[config.mk]
export PLATFORM = sky130hd
export DESIGN_NAME = msb_queue
export DESIGN_NICKNAME = d
export VERILOG_FILES = /design/src/design/msb_pkg.sv /design/src/design/msb_queue.sv
export SDC_FILE = /design/constraint.sdc
export NUM_CORES = 1
export LEC_CHECK = 0
export BUFFER_PORTS_ARGS = -buffer_cell sky130_fd_sc_hd__buf_2
export CAP_MARGIN = 10
export CORE_MARGIN = 2
export CORE_UTILIZATION = 56
export CTS_CLUSTER_SIZE = 40
export DETAILED_ROUTE_END_ITERATION = 8
export HOLD_SLACK_MARGIN = 0.05
export PLACE_DENSITY = 0.84
export RECOVER_POWER = 50
export SLEW_MARGIN = 20
export SYNTH_ARGS = -nofsm -noshare
export SYNTH_HDL_FRONTEND = slang
export SYNTH_SLANG_ARGS = --single-unit
[constraint.sdc]
create_clock -name clk -period 4.62 [get_ports clk]
set_clock_uncertainty 0.05 [all_clocks]
set_input_delay 0 -clock clk [delete_from_list [all_inputs] [get_ports clk]]
set_output_delay 0 -clock clk [all_outputs]
set_load 0.01 [all_outputs]
[src/design/msb_pkg.sv]
// Shared types and constants for the masked sprite blitter.
`default_nettype none
package msb_pkg;

  localparam int FRAME_WIDTH_DEF  = 320;
  localparam int FRAME_HEIGHT_DEF = 240;
  localparam int COLL_X_MAX       = 319;
  localparam int COLL_Y_MAX       = 199;
  localparam logic [5:0] VOFS_RESET = 6'd20;
  localparam logic [7:0] COLL_OOR   = 8'hFF;
  localparam logic [1:0] MASK_OPAQUE = 2'b11;

  typedef enum logic [1:0] {
    OP_SPRITE = 2'd0,
    OP_FONT   = 2'd1,
    OP_COLL   = 2'd2,
    OP_NONE   = 2'd3
  } op_t;

  typedef enum logic [1:0] {
    ST_CLEAR,
    ST_IDLE,
    ST_READ,
    ST_WRITE
  } bk_state_t;

  // One classified item as it waits between front and back.
  typedef struct packed {
    op_t               op;
    logic signed [9:0] x;
    logic              row_ok;
    logic [9:0]        row_idx;
    logic [7:0]        pix;
    logic [7:0]        msk;
    logic [3:0]        col;
    logic              coll_oor;
  } item_t;

endpackage
`default_nettype wire

[src/design/msb_queue.sv]
// Two-entry queue between the front and back ends.
`default_nettype none
module msb_queue (
  input  wire             clk,
  input  wire             rst_n,
  input  wire             push,
  input  msb_pkg::item_t  push_item,
  output logic            full,
  input  wire             pop,
  output logic            head_valid,
  output msb_pkg::item_t  head_item
);
  import msb_pkg::*;

  item_t      ent_r [2];
  logic       wp_r, rp_r;
  logic       wp_nxt, rp_nxt;
  logic [1:0] cnt_r, cnt_nxt;

  assign full       = (cnt_r == 2'd2);
  assign head_valid = (cnt_r != 2'd0);
  assign head_item  = ent_r[rp_r];

  always_comb begin
    wp_nxt  = push ? ~wp_r : wp_r;
    rp_nxt  = pop ? ~rp_r : rp_r;
    cnt_nxt = cnt_r + {1'b0, push} - {1'b0, pop};
  end

  always_ff @(posedge clk) begin
    if (!rst_n) begin
      wp_r  <= 1'b0;
      rp_r  <= 1'b0;
      cnt_r <= 2'd0;
    end else begin
      wp_r  <= wp_nxt;
      rp_r  <= rp_nxt;
      cnt_r <= cnt_nxt;
    end
  end

  always_ff @(posedge clk) begin
    if (push) begin
      ent_r[wp_r] <= push_item;
    end
  end

endmodule
`default_nettype wire

======== Word-level counts from Yosys, hierarchy flattened ========
Memories as Yosys holds them, arrays and structs flattened. A register that Yosys moved wholly into a read port is not among the register bits.
Index checks and enable logic that the tools add are counted.
W data, S select, Z words.
storage, ports and cells
  memories kept ........................... 1
  logic and storage cells ................. 14
  bits in writable memories ............... 88
  output and inout port bits .............. 46
  bits of input ports ..................... 48
  register bits ........................... 4
memories
  memory  words  width  read ports  clocked after memory_dff  write ports  line             source
  ent_r   2      44     1           1                         1            msb_queue.sv:15  item_t ent_r [2];
cells by class
  add/subtract/negate cells ............... 2
  equality and inequality tests ........... 1
  muxes and demuxes ....................... 4
  reduce and logical (&&, ||, !) cells .... 1
  bitwise logic cells ..................... 2
operator list
  cell                  count
  $mux W1               4
  $add A2 B1 Y2         1
  $eq A2 B2 Y1 const B  1
  $not A1 Y1            2
  $reduce_bool A2 Y1    1
  $sub A2 B1 Y2         1

======== Logic depth before layout (Yosys ltp) ========
  word-level depth ........................ 3
  gate-level depth with buffers ........... 6
  gate-level depth less buffers ........... 6

======== Least setup slack after synthesis ========
OpenSTA, ideal clock, no wires.
  path type ............................... register -> register
  start point ............................. register wp_r
  end point ............................... memory ent_r[0][0] (netlist bit) (enable)
  cell stages (with the launch flop) ...... 2
  clock period less this slack ............ 2.802 ns
  slack ................................... 1.818 ns
  data arrival time ....................... 2.300 ns
  library setup time ...................... 0.452 ns
  path buffers ............................ 0
  cells stage by stage .................... dfxtp_1 > nor2b_1
RTL lines
  element                 line             source
  start, declared         msb_queue.sv:16  logic wp_r, rp_r;
  start signal, assigned  msb_queue.sv:36  wp_r <= wp_nxt;
  end, declared           msb_queue.sv:15
Straight into the memory's write port.

======== Final worst setup path ========
  start point ............................. register wp_r
  end point ............................... memory ent_r[0][19] (netlist bit) (enable)
Straight into the memory's write port.

==> results.sh <==
export IMPL_num_fill_cells=399
export IMPL_wl_per_cell_um=16.1
export IMPL_post_route_period_util_pct=59.3
export IMPL_yosys_top_cells_area="edfxtp_1 (73%), mux2_4 (17%), dfxtp_1 (2.8%)"
export IMPL_cts_root_buf="clkbuf_8"
export IMPL_powerDensity_nw_per_um2=369
export IMPL_maxCapViolCount=1
export IMPL_initial_core_util_pct=57.5
export IMPL_fin_setup_tns_ns=0
export IMPL_worst_pin_slew_ns=1.98
export IMPL_die_area_um2=7100
export IMPL_drive_gt1_share_pct=36.7
export IMPL_grt_pass1_vias=2052
export IMPL_startpoint_type="flip-flop"
export IMPL_dpl_hpwl_mm=3.72
export IMPL_post_route_cell_area_um2=4700
export IMPL_relSlewSlack_pct=-32.3
export IMPL_layout_setup_ws_ns=1.88
export IMPL_rsz0062_at_grt="no"
export IMPL_antenna_found_initial=0
export IMPL_layout_commonest_cell="edfxtp_1"
export IMPL_ys_seq_area_share_pct=76.0
export IMPL_overflow=0
export IMPL_status="finished, violations left"
export IMPL_irDropWorstVdd_mv=0.271
export IMPL_core_um2=6280
export IMPL_cts_buffers=9
export IMPL_track_usage_pct=18.5
export IMPL_pre_cts_slack_ns=2.77
export IMPL_worstSetupPathType="reg2reg"
export IMPL_period_needed_ns=2.74
export IMPL_grt_max_degree=45
export IMPL_hold_viol_final=0
export IMPL_drtIter0Drc=80
export IMPL_synth_net_count=208
export IMPL_place_area_um2=4100
export IMPL_yosys_warnings=0
export IMPL_max_freq_mhz=365
export IMPL_placement_io_buffers=93
export IMPL_leakagePower_nw=1.81
export IMPL_antenna_cells=0
export IMPL_report_final_setup_viol=0
export IMPL_synth_seq_cells=93
export IMPL_cp_max_fo=24
export IMPL_die_h_um=84.3
export IMPL_ant_nets=0
export IMPL_num_vias=1906
export IMPL_tritoncts="yes"
export IMPL_drc_errors=0
export IMPL_h_tree_depth=3
export IMPL_critPathCaptureType="flip-flop"
export IMPL_via_per_inst=4.91
export IMPL_num_io_pins=94
export IMPL_synth_largest_area_cell="edfxtp_1"
export IMPL_grt_pass1_wl_mm=9.85
export IMPL_gp_congestion=0.719
export IMPL_multi_input_area_um2=767
export IMPL_regArea_um2=2740
export IMPL_finalMaxSlewViolations=23
export IMPL_die_width_um=84.3
export IMPL_worst_ep_arrival_time_ns=2.70
export IMPL_yosys_cell_types_count=14
export IMPL_violations="max-capacitance violations, max-slew violations"
export IMPL_firstDrtPassIters=4
export IMPL_clk_path_buf_depth=2
export IMPL_syn_avg_cell_area_um2=22.8
export IMPL_area_growth_pct=30.3
export IMPL_rows=29
export IMPL_cts_sinks=93
export IMPL_netlist_instances=158
export IMPL_cp_required_ns=4.58
export IMPL_layout_common_cells="edfxtp_1 (88), buf_2 (54), dlygate4sd3_1 (48)"
export IMPL_totalWireLength_mm=6.25
export IMPL_clk_latency_ns=0.34
export IMPL_synthesis_area_um2=3610
export IMPL_cts_clk_slew_worst_paths_ns=0.08
export IMPL_synth_top_area_share_pct=73.3
export IMPL_hp_class="in2reg"
export IMPL_post_cts_buffers=0
export IMPL_layout_nets=357
area by class of cell:
class                           instances  area share (%)
Tap cell                               77            2.05
Timing Repair Buffer                  143            19.4
Inverter                                2           0.160
Multi-Input combinational cell         58            16.3
Clock buffer                           12            2.87
Sequential cell                        93            58.4
Clock inverter                          3           0.799
power by group:
group          internal, mW  switching (mW)
Clock                 0.245           0.244
Sequential            0.974          0.0239
Combinational         0.144           0.103
Total                  1.36           0.371
timing repair:
action / 4_1_cts / 5_1_grt
hold endpoints to repair: 93 / 0
hold buffers: 48 / 0
resized for setup: 0 / 0
endpoints found under the setup margin: 0 / 0
worst max-delay path, cell delays in order (launching register included):
cell and delay (ns):
dfxtp_1 0.34, nor2b_1 1.48, buf_4 0.53
worst paths after layout:
check                           slack, ns  cells past startpoint      endpoint     startpoint
worst min-delay path                 0.34                      2  ent_r[0][13]  push_item[13]
worst max register to register       1.88                      2  ent_r[0][19]           wp_r
worst min register to register       0.54                      2     flip-flop           rp_r
worst max-delay path                 1.88                      2  ent_r[0][19]           wp_r
routing by layer:
metal | track usage, % | share of wire, %
met4 | 7.62 | 2.6
met3 | 5.01 | 4.5
met2 | 33.1 | 54
met1 | 20.8 | 39
met5 | 0 | 0
synthesized netlist by cell type:
| cell type | number |
|---|---|
| o21a_1 | 1 |
| edfxtp_1 | 88 |
| buf_12 | 4 |
| mux2_4 | 40 |
| and2_1 | 4 |
| ha_1 | 2 |
| xor2_1 | 1 |
| or2_2 | 1 |
| inv_1 | 2 |
| nor2b_1 | 4 |
| dfxtp_1 | 5 |
| buf_6 | 1 |
| xnor3_1 | 1 |
| mux2_2 | 4 |
sequential cells by signal (all words and copies together), names as in the netlist, named ones only:
signal,cells
ent_r,88
cnt_r,2
rp_r,1
wp_r,1
cells by family after synthesis:
group | after synthesis | synth area share, %
AO/OA/AOI/OAI | 1 | 0.208
buffers and inverters | 7 | 2.74
flip-flops | 93 | 76.0
adder cells (fa/ha/maj) | 2 | 0.694
XOR/XNOR | 2 | 0.867
multiplexers | 44 | 17.9
AND/OR/NAND/NOR | 9 | 1.56
stage by stage:
stage          hold slack (ns)  total power, mW  util, %  std cells
5_1_grt                  0.324             1.81     74.9        388
2_1_floorplan           0.0489             1.16        -        158
4_1_cts                  0.308             1.75     75.8        388
3_5_place_dp             0.141             1.24     65.4        325
3_3_place_gp             0.139             1.23     65.4        325
6_report                 0.336             1.73     74.9        388
(Power assumes the default switching activity.)
