$ cat src/design/msb_pkg.sv
// Shared types and constants for the masked sprite blitter.
`default_nettype none
package msb_pkg;

  localparam int FRAME_WIDTH_DEF  = 320;
  localparam int FRAME_HEIGHT_DEF = 240;
  localparam int COLL_X_MAX       = 319;
  localparam int COLL_Y_MAX       = 199;
  localparam logic [5:0] VOFS_RESET = 6'd20;
  localparam logic [7:0] COLL_OOR   = 8'hFF;
  localparam logic [1:0] MASK_OPAQUE = 2'b11;

  typedef enum logic [1:0] {
    OP_SPRITE = 2'd0,
    OP_FONT   = 2'd1,
    OP_COLL   = 2'd2,
    OP_NONE   = 2'd3
  } op_t;

  typedef enum logic [1:0] {
    ST_CLEAR,
    ST_IDLE,
    ST_READ,
    ST_WRITE
  } bk_state_t;

  // One classified item as it waits between front and back.
  typedef struct packed {
    op_t               op;
    logic signed [9:0] x;
    logic              row_ok;
    logic [9:0]        row_idx;
    logic [7:0]        pix;
    logic [7:0]        msk;
    logic [3:0]        col;
    logic              coll_oor;
  } item_t;

endpackage
`default_nettype wire

$ cat src/design/msb_front.sv
// Front end: holds the vertical offset and classifies incoming items.
`default_nettype none
module msb_front #(
  parameter int FRAME_HEIGHT = msb_pkg::FRAME_HEIGHT_DEF
) (
  input  wire                clk,
  input  wire                rst_n,
  input  wire                cfg_we,
  input  wire [5:0]          cfg_wdata,
  input  wire [1:0]          in_operation,
  input  wire signed [9:0]   in_x_pos,
  input  wire signed [8:0]   in_y_pos,
  input  wire [7:0]          in_pixel_byte,
  input  wire [7:0]          in_mask_byte,
  input  wire [3:0]          in_fore_color,
  output msb_pkg::item_t     item
);
  import msb_pkg::*;

  logic [5:0]         vofs_r;
  logic [5:0]         vofs_nxt;
  logic signed [10:0] row;

  assign vofs_nxt = cfg_we ? cfg_wdata : vofs_r;

  always_ff @(posedge clk) begin
    if (!rst_n) begin
      vofs_r <= VOFS_RESET;
    end else begin
      vofs_r <= vofs_nxt;
    end
  end

  assign row = 11'(in_y_pos) + $signed({5'd0, vofs_r});

  always_comb begin
    item.op       = op_t'(in_operation);
    item.x        = in_x_pos;
    item.row_ok   = (row >= 0) && (int'(row) < FRAME_HEIGHT);
    item.row_idx  = row[9:0];
    item.pix      = in_pixel_byte;
    item.msk      = in_mask_byte;
    item.col      = in_fore_color;
    item.coll_oor = (in_x_pos < 0) || (int'(in_x_pos) > COLL_X_MAX) ||
                    (in_y_pos < 0) || (int'(in_y_pos) > COLL_Y_MAX);
  end

endmodule
`default_nettype wire

$ cat config.mk
export PLATFORM = sky130hd
export DESIGN_NAME = msb_front
export DESIGN_NICKNAME = d
export VERILOG_FILES = /design/src/design/msb_pkg.sv /design/src/design/msb_front.sv
export SDC_FILE = /design/constraint.sdc
export NUM_CORES = 1
export LEC_CHECK = 0
export BUFFER_PORTS_ARGS = -buffer_cell sky130_fd_sc_hd__buf_2
export CORE_MARGIN = 1
export CORE_UTILIZATION = 35
export CTS_BUF_LIST = sky130_fd_sc_hd__clkbuf_16
export CTS_CLUSTER_SIZE = 20
export DETAILED_ROUTE_END_ITERATION = 16
export GPL_ROUTABILITY_DRIVEN = 0
export PLACE_DENSITY = 0.86
export SKIP_CTS_REPAIR_TIMING = 1
export SLEW_MARGIN = 5
export SYNTH_ARGS = -nofsm -noshare
export SYNTH_HDL_FRONTEND = slang
export SYNTH_SLANG_ARGS = --single-unit
$ cat constraint.sdc
create_clock -name clk -period 6.8 [get_ports clk]
set_clock_uncertainty 0.1 [all_clocks]
set_input_delay 1.02 -clock clk [delete_from_list [all_inputs] [get_ports clk]]
set_output_delay 1.02 -clock clk [all_outputs]
set_load 0.02 [all_outputs]
# After elaboration in Yosys (flattened, before gate mapping)
# Cells that the tools add are included.
[word_totals]
regBits = 6
latchBits = 0
ramBits = 0
romBits = 0
input_bits = 50
output_inout_bits = 44
word_cells = 12
mem_count = 0
[op_classes]
n_addsub = 1
n_mul = 0
div_mod_pow = 0
n_lt_le_gt_ge = 6
n_eq_ne = 0
shifts = 0
muxes = 0
bitwise = 0
reduce_logical = 4
[ops]
columns = ["op", "count"]
rows = [
  ["$add A9 B7 Y10", 1],
  ["$ge A10 B1 Y1 const B", 1],
  ["$gt A10 B10 Y1 const B", 1],
  ["$lt A10 B1 Y1 const B", 1],
  ["$lt A10 B9 Y1 const B", 1],
  ["$gt A9 B9 Y1 const B", 1],
  ["$lt A9 B1 Y1 const B", 1],
  ["$logic_or A1 B1 Y1", 3],
  ["$logic_and A1 B1 Y1", 1],
]

# Longest topological paths before layout
# Gate-level depths: netlist (run 1).
[depth]
word_depth = 4
mapped_depth = 7
mapped_depth_nobuf = 7

# Worst setup path after synthesis (run 1)
# Ideal clock, no wire load.
[synth_path]
path_type = "input-to-output"
startpoint = "input in_y_pos[0]"
endpoint = "output item[31] in the netlist's numbering"
t_arrival_ns = 2.912
required_time_ns = 5.680
setup_slack_ns = 2.768
stages = 7
n_path_buf = 0
cell_sequence = "ha_1 > fa_1 > a21o_1 > a221oi_2 > xnor2_1 > and3_1 > a2bb2oi_1"
[synth_lines]
columns = ["item", "line", "text"]
rows = [
  ["start: declaration", "msb_front.sv:12", "input wire signed [8:0] in_y_pos,"],
  ["end: declaration", "msb_front.sv:16", "output msb_pkg::item_t item"],
]

==> results.py, run 1 <==
metrics = {
    "run_status": {
        "status": "finished clean",
    },
    "sta": {
        "drv_slew": 0,
        "slew_headroom": 0.793,
        "fin_tns_setup_ps": 0,
        "fin_crit_ps": 4070,
        "worst_pin_slew_ps": 310,
        "fmax_mhz": 246,
        "rsz0062_at_grt": "no",
        "finalCritPeriodShare": 0.598,
        "finalSetupViolCount": 0,
        "finalHoldViolCount": 0,
    },
    "die": {
        "die_y_microns": 49.1,
        "row_count": 16,
        "fp.dieArea_sq_um": 2410,
        "core-area_sq_um": 2020,
        "start_util": 0.384,
        "ios": 94,
        "die_w_microns": 49.1,
    },
    "drt": {
        "wirelength_microns": 1620,
        "firstDrtPassIters": 4,
        "vias_per_cell": 5.00,
        "wire_per_inst_microns": 13.1,
        "drc": 0,
        "drt_iter0_markers": 6,
        "postRouteAntennaNets": 0,
        "vias": 620,
    },
    "layout": {
        "fin_util": 0.408,
        "largest_reg_flops": 6,
        "regMostFlops": "vofs_r",
        "reg.largest.list": "vofs_r x6",
        "antenna_cells": 0,
        "area_delta_synth_final_pct": 6.45,
        "drive_above_1_share": 0.443,
        "fin_nets": 156,
    },
    "global_route": {
        "grt_pass1_wl_microns": 2580,
        "grt_antenna_before_repair": 0,
        "grt_max_degree": 7,
        "grt_pass1_vias": 596,
        "grt-ovfl-total": 0,
        "grt_usage": 0.145,
    },
    "clocking": {
        "path_clk_slew_ps": 30,
        "cts_root_buf": "clkbuf_16",
        "cts_tree": "yes",
        "cts-buffers-inserted": 3,
        "insertion_delay_ps": 230,
        "clock-sinks": 6,
        "cts.htree.levels": 1,
        "cts_buffer_depth": 2,
    },
    "critical_path": {
        "worstSetupEndpointType": "primary output",
        "r2r_start": "vofs_r[1]$_SDFFE_PN0P_",
        "cp.arrival_ps": 2950,
        "path_max_fanout": 3,
        "path_class": "in -> out",
        "cp_slowest_cell": "fa_1",
        "rr_endpoint": "vofs_r[1]$_SDFFE_PN0P_",
        "crit_path_start_kind": "primary input",
        "rrSetupSlack_ps": 6020,
        "r2r_cells": 2,
        "crit_path_max_incr_delay_ps": 420,
        "cp_common_cell": "buf_2",
        "cp_cell_sequence": "buf_2 > ha_1 > fa_1 > a21o_1 > a221oi_2 > xnor2_1 > and3_1 > a2bb2oi_1 > buf_2",
        "critPathRequiredTime_ps": 5680,
    },
    "synthesis": {
        "synth_seq_area_share": 0.155,
        "ys_ff_latch": 6,
        "syn-cell-area_sq_um": 776,
        "syn_nets": 147,
        "synthCells": 90,
        "syn-mean-instance-area_sq_um": 8.62,
        "synth.distinct_cells": 26,
        "yosysWarnings": 0,
    },
    "power_and_ir_drop": {
        "p_comb_frac": 0.327,
        "clockPowerShare": 0.477,
        "p_int_mw": 0.140,
        "p_per_area_nw_per_um2": 241,
        "sw_frac_of_total": 0.297,
        "seqPwrFrac": 0.196,
        "switchingPower_mw": 0.0591,
        "p_leak_nw": 0.435,
        "peakVddDrop_mv": 0.202,
    },
    "worst_hold_path": {
        "min_from": "vofs_r[2]$_SDFFE_PN1P_",
        "whs_path_depth": 2,
        "holdPathEnd": "vofs_r[2]$_SDFFE_PN1P_",
        "min_path_type": "reg -> reg",
    },
    "place": {
        "port_buffers": 37,
    },
    "run": {
        "drv_cap": 0,
    },
}
[through the flow]
| stage | hold slack, ps | power, mW | setup WS (ps) | instance area [sq um] | instances |
|---|---|---|---|---|---|
| after detailed placement | 397 | 0.105 | 2770 | 751 | 121 |
| final | 395 | 0.199 | 2730 | 826 | 124 |
| after CTS | 406 | 0.201 | 2770 | 826 | 124 |
| after global placement | 360 | 0.103 | 2850 | 751 | 121 |
| after floorplan | 345 | 0.108 | 2770 | 776 | 90 |
| after global routing | 430 | 0.210 | 2600 | 826 | 124 |
[synthesized netlist by cell type (all sizes together)]
library cell,instances,share of area
a211oi,1,0.0097
a21o,3,0.029
a21oi,2,0.013
a221oi,1,0.019
a2bb2oi,1,0.011
and3,2,0.018
buf,32,0.31
clkbuf,1,0.0048
dfxtp,6,0.15
fa,1,0.026
ha,6,0.097
inv,1,0.0048
mux2i,6,0.077
nand2,4,0.019
nor2,3,0.015
nor2b,4,0.032
nor3,1,0.0064
nor4,1,0.0081
o211ai,2,0.019
o21a,2,0.019
o21ai,2,0.013
o21bai,1,0.015
xnor2,4,0.045
xor2,3,0.034
[final cells by class]
cell class	count	area [sq um]
flip-flops and latches	6	120
fillers	200	1200
clock buffers	3	75.1
multi-input cells	50	408
well taps	27	33.8
inverters	1	3.75
repair buffers	37	185
[power by group through the flow]
stage | clock network [mW] | registers, mW | logic [mW]
final | 0.0949 | 0.0390 | 0.0651
after global routing | 0.100 | 0.0393 | 0.0709
after CTS | 0.0968 | 0.0391 | 0.0656
after detailed placement | 0 | 0.0396 | 0.0652
after global placement | 0 | 0.0394 | 0.0637
after floorplan | 0 | 0.0390 | 0.0693
[layout by cell type, fill, tap and decap left out, types with 3 or more instances in the layout]
| master | n |
|---|---|
| nand2_1 | 4 |
| mux2i_1 | 6 |
| nor2b_1 | 4 |
| xor2_1 | 3 |
| buf_2 | 37 |
| a21o_1 | 3 |
| dfxtp_1 | 6 |
| ha_1 | 6 |
| clkbuf_16 | 3 |
| xnor2_1 | 4 |
| nor2_1 | 3 |
[how the worst max path moves through the flow]
stage / startpoint / end / cells past startpoint
6_report: in_y_pos[0] / item[31] / 9
5_1_grt: in_y_pos[0] / item[31] / 9
3_3_place_gp: in_y_pos[0] / item[31] / 9
4_1_cts: in_y_pos[0] / item[31] / 9
3_5_place_dp: in_y_pos[0] / item[31] / 9
2_1_floorplan: in_y_pos[0] / item[31] / 7
[per-layer routing]
metal,wire [microns],track usage,vias to the layer above
li1,-,-,291
met3,121,0.0249,16
met1,550,0.122,274
met2,854,0.263,39
met4,97,0.172,0
met5,0,0,-
[critical path: cells and delay by family]
family | cells | cell delay, ps
compound gates | 3 | 680
buf+inv | 2 | 290
fa+ha+maj | 2 | 650
simple gates | 1 | 170
xor+xnor | 1 | 130
[cells by family after synthesis]
kind of cell / after synthesis / share of synthesized area
AO/OA/AOI/OAI: 15 / 0.148
flip-flops: 6 / 0.155
adder cells (fa/ha/maj): 7 / 0.123
AND/OR/NAND/NOR: 15 / 0.0984
multiplexers: 6 / 0.0774
XOR/XNOR: 7 / 0.0790
buffers and inverters: 34 / 0.319
Power figures use the tool's default switching activity.
==> run 2: changes to the inputs <==
--- a/config.mk
+++ b/config.mk
@@ -7,12 +7,12 @@
 export LEC_CHECK = 0
 export BUFFER_PORTS_ARGS = -buffer_cell sky130_fd_sc_hd__buf_2
 export CORE_MARGIN = 1
-export CORE_UTILIZATION = 35
+export CORE_UTILIZATION = 33
 export CTS_BUF_LIST = sky130_fd_sc_hd__clkbuf_16
 export CTS_CLUSTER_SIZE = 20
 export DETAILED_ROUTE_END_ITERATION = 16
 export GPL_ROUTABILITY_DRIVEN = 0
-export PLACE_DENSITY = 0.86
+export PLACE_DENSITY = 0.82
 export SKIP_CTS_REPAIR_TIMING = 1
 export SLEW_MARGIN = 5
 export SYNTH_ARGS = -nofsm -noshare
==> constraint.sdc (replaced) <==
create_clock -name clk -period 4.1 [get_ports clk]
set_clock_uncertainty 0.1 [all_clocks]
set_input_delay 0.615 -clock clk [delete_from_list [all_inputs] [get_ports clk]]
set_output_delay 0.615 -clock clk [all_outputs]
set_load 0.02 [all_outputs]
==> run 2 against run 1 <==
Net effect: largest power group unchanged; critical path type unchanged; via count shrank 3.2%; clock-buffer cell count did not move; sequential power rose by 66%; wire length shrank 3.2%; final cell count rose by 0.81%; highest routed layer unchanged.
==> results.py, run 2 (synthesis results as in run 1) <==
metrics = {
    "run_status": {
        "status": "finished clean",
    },
    "critical_path": {
        "crit_buf_inv": 2,
        "worstSetupEndpointType": "primary output",
        "crit_path_start_kind": "primary input",
        "rrSetupSlack_ps": 3350,
        "path_class": "in -> out",
        "cp.arrival_ps": 2550,
        "crit_path_max_incr_delay_ps": 400,
        "cp_slowest_cell": "fa_1",
        "cp-endpoint": "item[31]",
        "startpoint": "in_y_pos[0]",
        "cp.depth": 9,
        "r2r_start": "vofs_r[1]$_SDFFE_PN0P_",
        "critPathRequiredTime_ps": 3380,
        "cp_top_family": "compound AO/OA/AOI/OAI gates",
        "rr_endpoint": "vofs_r[1]$_SDFFE_PN0P_",
        "path_max_fanout": 3,
        "r2r_cells": 2,
        "cp_cell_sequence": "buf_2 > ha_1 > fa_1 > a21o_1 > a221oi_2 > nor2_1 > nor2_1 > a2bb2oi_1 > buf_2",
    },
    "drt": {
        "vias_per_cell": 4.80,
        "drt_iter0_markers": 5,
        "vias": 600,
        "drc": 0,
        "postRouteAntennaNets": 0,
        "firstDrtPassIters": 4,
        "wirelength_microns": 1570,
        "wire_per_inst_microns": 12.6,
    },
    "layout": {
        "drive_above_1_share": 0.443,
        "fin_nets": 156,
        "fin_cells": 125,
        "reg.largest.list": "vofs_r x6",
        "antenna_cells": 0,
        "layout_common_cells": "buf_2, mux2i_1, ha_1, dfxtp_1",
        "nFillCells": 230,
        "area_delta_synth_final_pct": 6.61,
        "largest_reg_flops": 6,
        "regMostFlops": "vofs_r",
        "layout_commonest_cell": "buf_2",
    },
    "sta": {
        "finalCritPeriodShare": 0.797,
        "finalSetupViolCount": 0,
        "fmax_mhz": 306,
        "finalHoldViolCount": 0,
        "fin_tns_setup_ps": 0,
        "slew_headroom": 0.781,
        "fin_crit_ps": 3270,
        "worst_pin_slew_ps": 329,
        "drv_slew": 0,
        "rsz0062_at_grt": "no",
    },
    "global_route": {
        "grt_max_degree": 7,
        "grt_antenna_before_repair": 0,
        "grt_pass1_vias": 563,
        "grt_usage": 0.124,
        "grt_pass1_wl_microns": 2390,
        "grt-ovfl-total": 0,
    },
    "place": {
        "dp_cells": 122,
        "port_buffers": 37,
        "dp.final_hpwl_microns": 1350,
    },
    "die": {
        "die_y_microns": 50.5,
        "row_count": 17,
        "fp.dieArea_sq_um": 2550,
        "ios": 94,
        "core-area_sq_um": 2210,
        "die_w_microns": 50.5,
        "start_util": 0.351,
    },
    "clocking": {
        "clock-sinks": 6,
        "cts_tree": "yes",
        "cts_buffer_depth": 2,
        "insertion_delay_ps": 230,
        "cts.htree.levels": 1,
        "cts-buffers-inserted": 3,
        "cts_root_buf": "clkbuf_16",
        "path_clk_slew_ps": 30,
    },
    "power_and_ir_drop": {
        "peakVddDrop_mv": 0.241,
        "p_per_area_nw_per_um2": 401,
        "p_leak_nw": 0.435,
        "power_mw": 0.332,
    },
    "worst_hold_path": {
        "whs_path_depth": 2,
        "min_path_type": "reg -> reg",
    },
    "run": {
        "drv_cap": 0,
    },
}
-- run 2: routing by layer --
metal	routed length (microns)	global-route usage	share of wire
met1	579	0.126	0.37
met2	794	0.213	0.51
met3	151	0.0364	0.096
met4	45	0.0926	0.029
met5	0	0	0
-- run 2: cell type report --
class	count	area [sq um]	share of cell area
Sequential cell	6	120	0.145
Tap cell	28	35.0	0.0424
Timing Repair Buffer	37	185	0.224
Multi-Input combinational cell	50	408	0.493
Inverter	1	3.75	0.00454
Clock buffer	3	75.1	0.0908
-- run 2: how the worst min path moves through the flow --
| stage | start | endpoint | slack, ps |
|---|---|---|---|
| after CTS | vofs_r[2]$_SDFFE_PN1P_ | vofs_r[2]$_SDFFE_PN1P_ | 400 |
| after global placement | vofs_r[4]$_SDFFE_PN1P_ | vofs_r[4]$_SDFFE_PN1P_ | 370 |
| after global routing | vofs_r[4]$_SDFFE_PN1P_ | vofs_r[4]$_SDFFE_PN1P_ | 430 |
| final | vofs_r[2]$_SDFFE_PN1P_ | vofs_r[2]$_SDFFE_PN1P_ | 380 |
| after detailed placement | vofs_r[2]$_SDFFE_PN1P_ | vofs_r[2]$_SDFFE_PN1P_ | 390 |
| after floorplan | vofs_r[2]$_SDFFE_PN1P_ | vofs_r[2]$_SDFFE_PN1P_ | 340 |
-- run 2: power breakdown --
| group | switching [mW] | leakage [nW] | internal [mW] |
|---|---|---|---|
| clock | 0.0341 | 0.0370 | 0.125 |
| combinational | 0.0629 | 0.348 | 0.0447 |
| sequential | 0.00252 | 0.0496 | 0.0623 |
| total | 0.0995 | 0.435 | 0.232 |
-- run 2: worst reg2reg max path: cells and delay by family (launching register included) --
kind / cells / cell delay (ps)
simple gates: 1 / 60
mux: 1 / 140
flops: 1 / 340
-- run 2: metrics by stage --
stage,instance area [sq um],setup WS (ps),hold WS [ps],util
finish,827,832,384,0.374
global route,827,717,434,0.374
CTS,827,863,396,0.374
detailed placement,752,862,387,0.340
global placement,752,960,371,0.340
floorplan,776,878,345,-
